$ cat config.mk
export PLATFORM = sky130hd
export DESIGN_NAME = gri_delay
export DESIGN_NICKNAME = d
export VERILOG_FILES = /design/src/hw/rtl/gri_delay.sv
export SDC_FILE = /design/constraint.sdc
export NUM_CORES = 1
export LEC_CHECK = 0
export BUFFER_PORTS_ARGS = -buffer_cell sky130_fd_sc_hd__buf_2
export CORE_ASPECT_RATIO = 1.25
export CORE_MARGIN = 2
export CORE_UTILIZATION = 43
export CTS_CLUSTER_DIAMETER = 50
export DETAILED_ROUTE_END_ITERATION = 7
export PLACE_DENSITY = 0.84
export SLEW_MARGIN = 25
export SYNTH_ARGS = -nofsm -noshare
export SYNTH_HDL_FRONTEND = slang
export SYNTH_SLANG_ARGS = --single-unit
$ cat constraint.sdc
create_clock -name clk -period 0.9 [get_ports clk]
set_clock_uncertainty 0.2 [all_clocks]
set_input_delay 0.09 -clock clk [delete_from_list [all_inputs] [get_ports clk]]
set_output_delay 0.09 -clock clk [all_outputs]
set_load 0.02 [all_outputs]
$ cat src/hw/rtl/gri_delay.sv
// ----------------------------------------------------------------------------
// gri_delay: stalling delay line
// Holds each value in a shift register that advances only while en is set, to line it up with other operands.
// ----------------------------------------------------------------------------
module gri_delay #(
	parameter int WIDTH = 48,
	parameter int DEPTH = 1
) (
	input  logic             clk,
	input  logic             en,
	input  logic [WIDTH-1:0] d,
	output logic [WIDTH-1:0] q
);

	logic [WIDTH-1:0] sh_q [0:DEPTH-1];

	always_ff @(posedge clk) begin
		if (en) begin
			sh_q[0] <= d;
			for (int i = 1; i < DEPTH; i++) begin
				sh_q[i] <= sh_q[i-1];
			end
		end
	end

	assign q = sh_q[DEPTH-1];

endmodule

# == Yosys cells after proc, flatten, opt, wreduce, memory -nomap -nowiden ==
# Memory sizes are Yosys's and may differ from the RTL's.
# Index checks and enable logic that the tools add are counted.
# totals
ff_bits,0
n_memories,1
elab_cells,3
mem_bits_rw,48
output_inout_bits,48
input_bits,50
# op_classes
muxes,2
# memory_table
memory,words,word_bits,rd,rd_ports_with_merged_regs,wr,line,text
sh_q,1,48,1,0,1,15,logic [WIDTH-1:0] sh_q [0:DEPTH-1];
# op_table
op,n
1-bit 2-to-1 mux,2

# == Longest topological paths before layout ==
# depth
word_depth,2
ltp_mapped,0
mapped_depth_nobuf,0

# == Least setup slack after synthesis ==
# Ideal clock, no wire load.
# synth_path
path_type,register to output
start,mem sh_q[0][0]
end,out q[0]
required_time_ns,0.610
stages_incl_launch_ff,1
setup_slack_ns,0.161
t_arrival_ns,0.449
path_buffers,0
cell_sequence,edfxtp_1
# synth_via
elab_chain_cells,1
# synth_lines
item,line,text
"start, declared",15,
memory read 1 x 48 bit,--,
"end, declared",12,output logic [WIDTH-1:0] q
# Every way passes these cells.

# == Worst setup path after layout ==
# layout_path
start,mem sh_q[0][15]
end,out q[15]
# Same word-level chain as after synthesis.

==> run summary <==
Worst-path clk slew = 0.08 ns
io pins = 98
Critical Path AT = 0.85 ns
Avg WL per Cell = 14.85 µm
post-route ant nets = 0
Layout area overhead = 88.72%
max_slew headroom = 90.31%
syn_area_per_cell = 30.03 µm²
Final Non-Filler Cells = 234
CP required = 0.61 ns
drt total wl = 3.475 mm
max reg flops = 48
met2 wire length = 2.057 mm
Layout Utilization = 85.15%
biggest regs = sh_q: 48 flops
CTS root buffer = clkbuf_8
Worst Tran Pin Value = 0.1454 ns
critical path class = flop to primary output
RSZ-0062 raised after global routing = true
Placeable Area = 0.003194 mm²
synthesis-stage register bit count = 48
Fill cells = 153
Final min period = 1.136 ns
syn nets = 98
htree depth = 2
die width = 55.79 µm
initial detailed-routing violation count = 20
slowest CP cell = edfxtp_1
Max Fclk = 880.4 MHz
placed cell areas = 0.002013 mm²
CP max FO = 1
Die Y = 68.73 µm
Final Hold Fails = 2
DR vias = 1012
TritonCTS clock tree = done
Lkg Pwr = 1.171 nW
Startpoint Class = flop
routed length on met1 = 1.105 mm
outcome = complete, but fails checks
multi-input gates = 0
Placer Congestion = 0.6711
grt total ovfl = 0
I/O Buffers = 97
Peak VDD IR = 0.001699 V
DRT Pass-1 Iters = 4
Placement Setup Slack = -0.03727 ns
clk buf depth = 2
Reg with most FFs = sh_q
CP max stage delay = 0.41 ns
WP buf/inv = 1
via/cell ratio = 4.325
max-cap check violation count = 0
Std-Cell Rows = 23
CP Cell Sequence = buf_6
Global Route Usage Sum = 17.60%
min-delay worst type = primary input to flop
vias in the first global route = 1060
# hold bufs at CTS = 48
CTS sink count = 48
ratio of cells with drive above 1 in the final layout = 49.75%
Antenna Diode Count = 0
failing checks = hold timing, setup timing
Hold Slack = -0.02539 ns
largest net degree at the start of global routing = 28
die area = 0.003834 mm²
met3 routed WL = 251 µm
top sig layer = met4
total CTS buffers = 5
Worst setup EP type = primary output
Netlist Area Pre-Place = 0.001441 mm²
Syn. warnings = 0
top cell family by delay on the critical path = flip-flops
Slew Limit Fails = 0
DRC violations left = 0
antenna violations before repair = 0
multi-input logic area = 0 µm²
Cells after DPL = 184
total power divided by cell area = 1725 mW/mm²
register area share after synthesis = 100.0%
Synth Instances = 48
first-pass GRT wire length = 4.767 mm
final setup fails = 60
post-route cell area = 0.002720 mm²
starting density of the core = 45.12%
Nets = 246
final worst slack = -0.2358 ns
Synth cell types = 1
ratio of final minimum period to clock period = 126.2%
area by class of cell:
class                 instances  area (µm²)  area share (%)
Timing Repair Buffer        141        1152           42.36
Clock buffer                  7       76.32           2.806
Tap cell                     37       46.29           1.702
Sequential cell              48        1441           52.99
Clock inverter                1       3.754          0.1380
synth_stat cells:
cell       n  area, µm²
edfxtp_1  48       1441
power by group:
part / leakage [nW] / total, mW / internal, mW / switching, mW
combinational: 0.661 / 0.823 / 0.440 / 0.383
sequential: 0.470 / 2.72 / 2.66 / 0.0656
clock: 0.0399 / 1.15 / 0.541 / 0.608
placed cells by master, fill, tap and decap left out:
master | Yosys | layout
buf_12 | 0 | 2
buf_2 | 0 | 64
buf_6 | 0 | 27
clkbuf_1 | 0 | 2
clkbuf_8 | 0 | 5
clkinv_1 | 0 | 1
dlygate4sd3_1 | 0 | 45
dlymetal6s4s_1 | 0 | 3
edfxtp_1 | 48 | 48
routing by layer:
metal,track usage (%),vias to the layer above
li1,-,489
met1,17.16,465
met2,33.48,52
met3,5.784,6
met4,9.146,0
met5,0,-
path summary, 6_finish.rpt:
path             startpoint                    end  slack, ns  depth (start not counted)
min                   d[28]  sh_q[0][28]$_DFFE_PP_      -0.03                          2
max   sh_q[0][15]$_DFFE_PP_                  q[15]      -0.24                          1
through the flow:
| stage | power [mW] | TNS [ns] |
|---|---|---|
| floorplan | 2.984 | 0 |
| global placement | 3.275 | -0.5729 |
| detailed placement | 3.300 | -1.186 |
| CTS | 4.647 | -10.44 |
| global route | 4.893 | -11.60 |
| finish | 4.693 | -9.855 |
what timing repair did:
item,4_1_cts,5_1_grt
setup buffers,0,0
gates resized for setup,16,41
hold endpoints to repair,48,3
setup endpoints to repair,48,57
cells by family after synthesis:
group,synth area share (%)
DFF,100.0
Note: power is estimated with default switching activity, not from simulation.
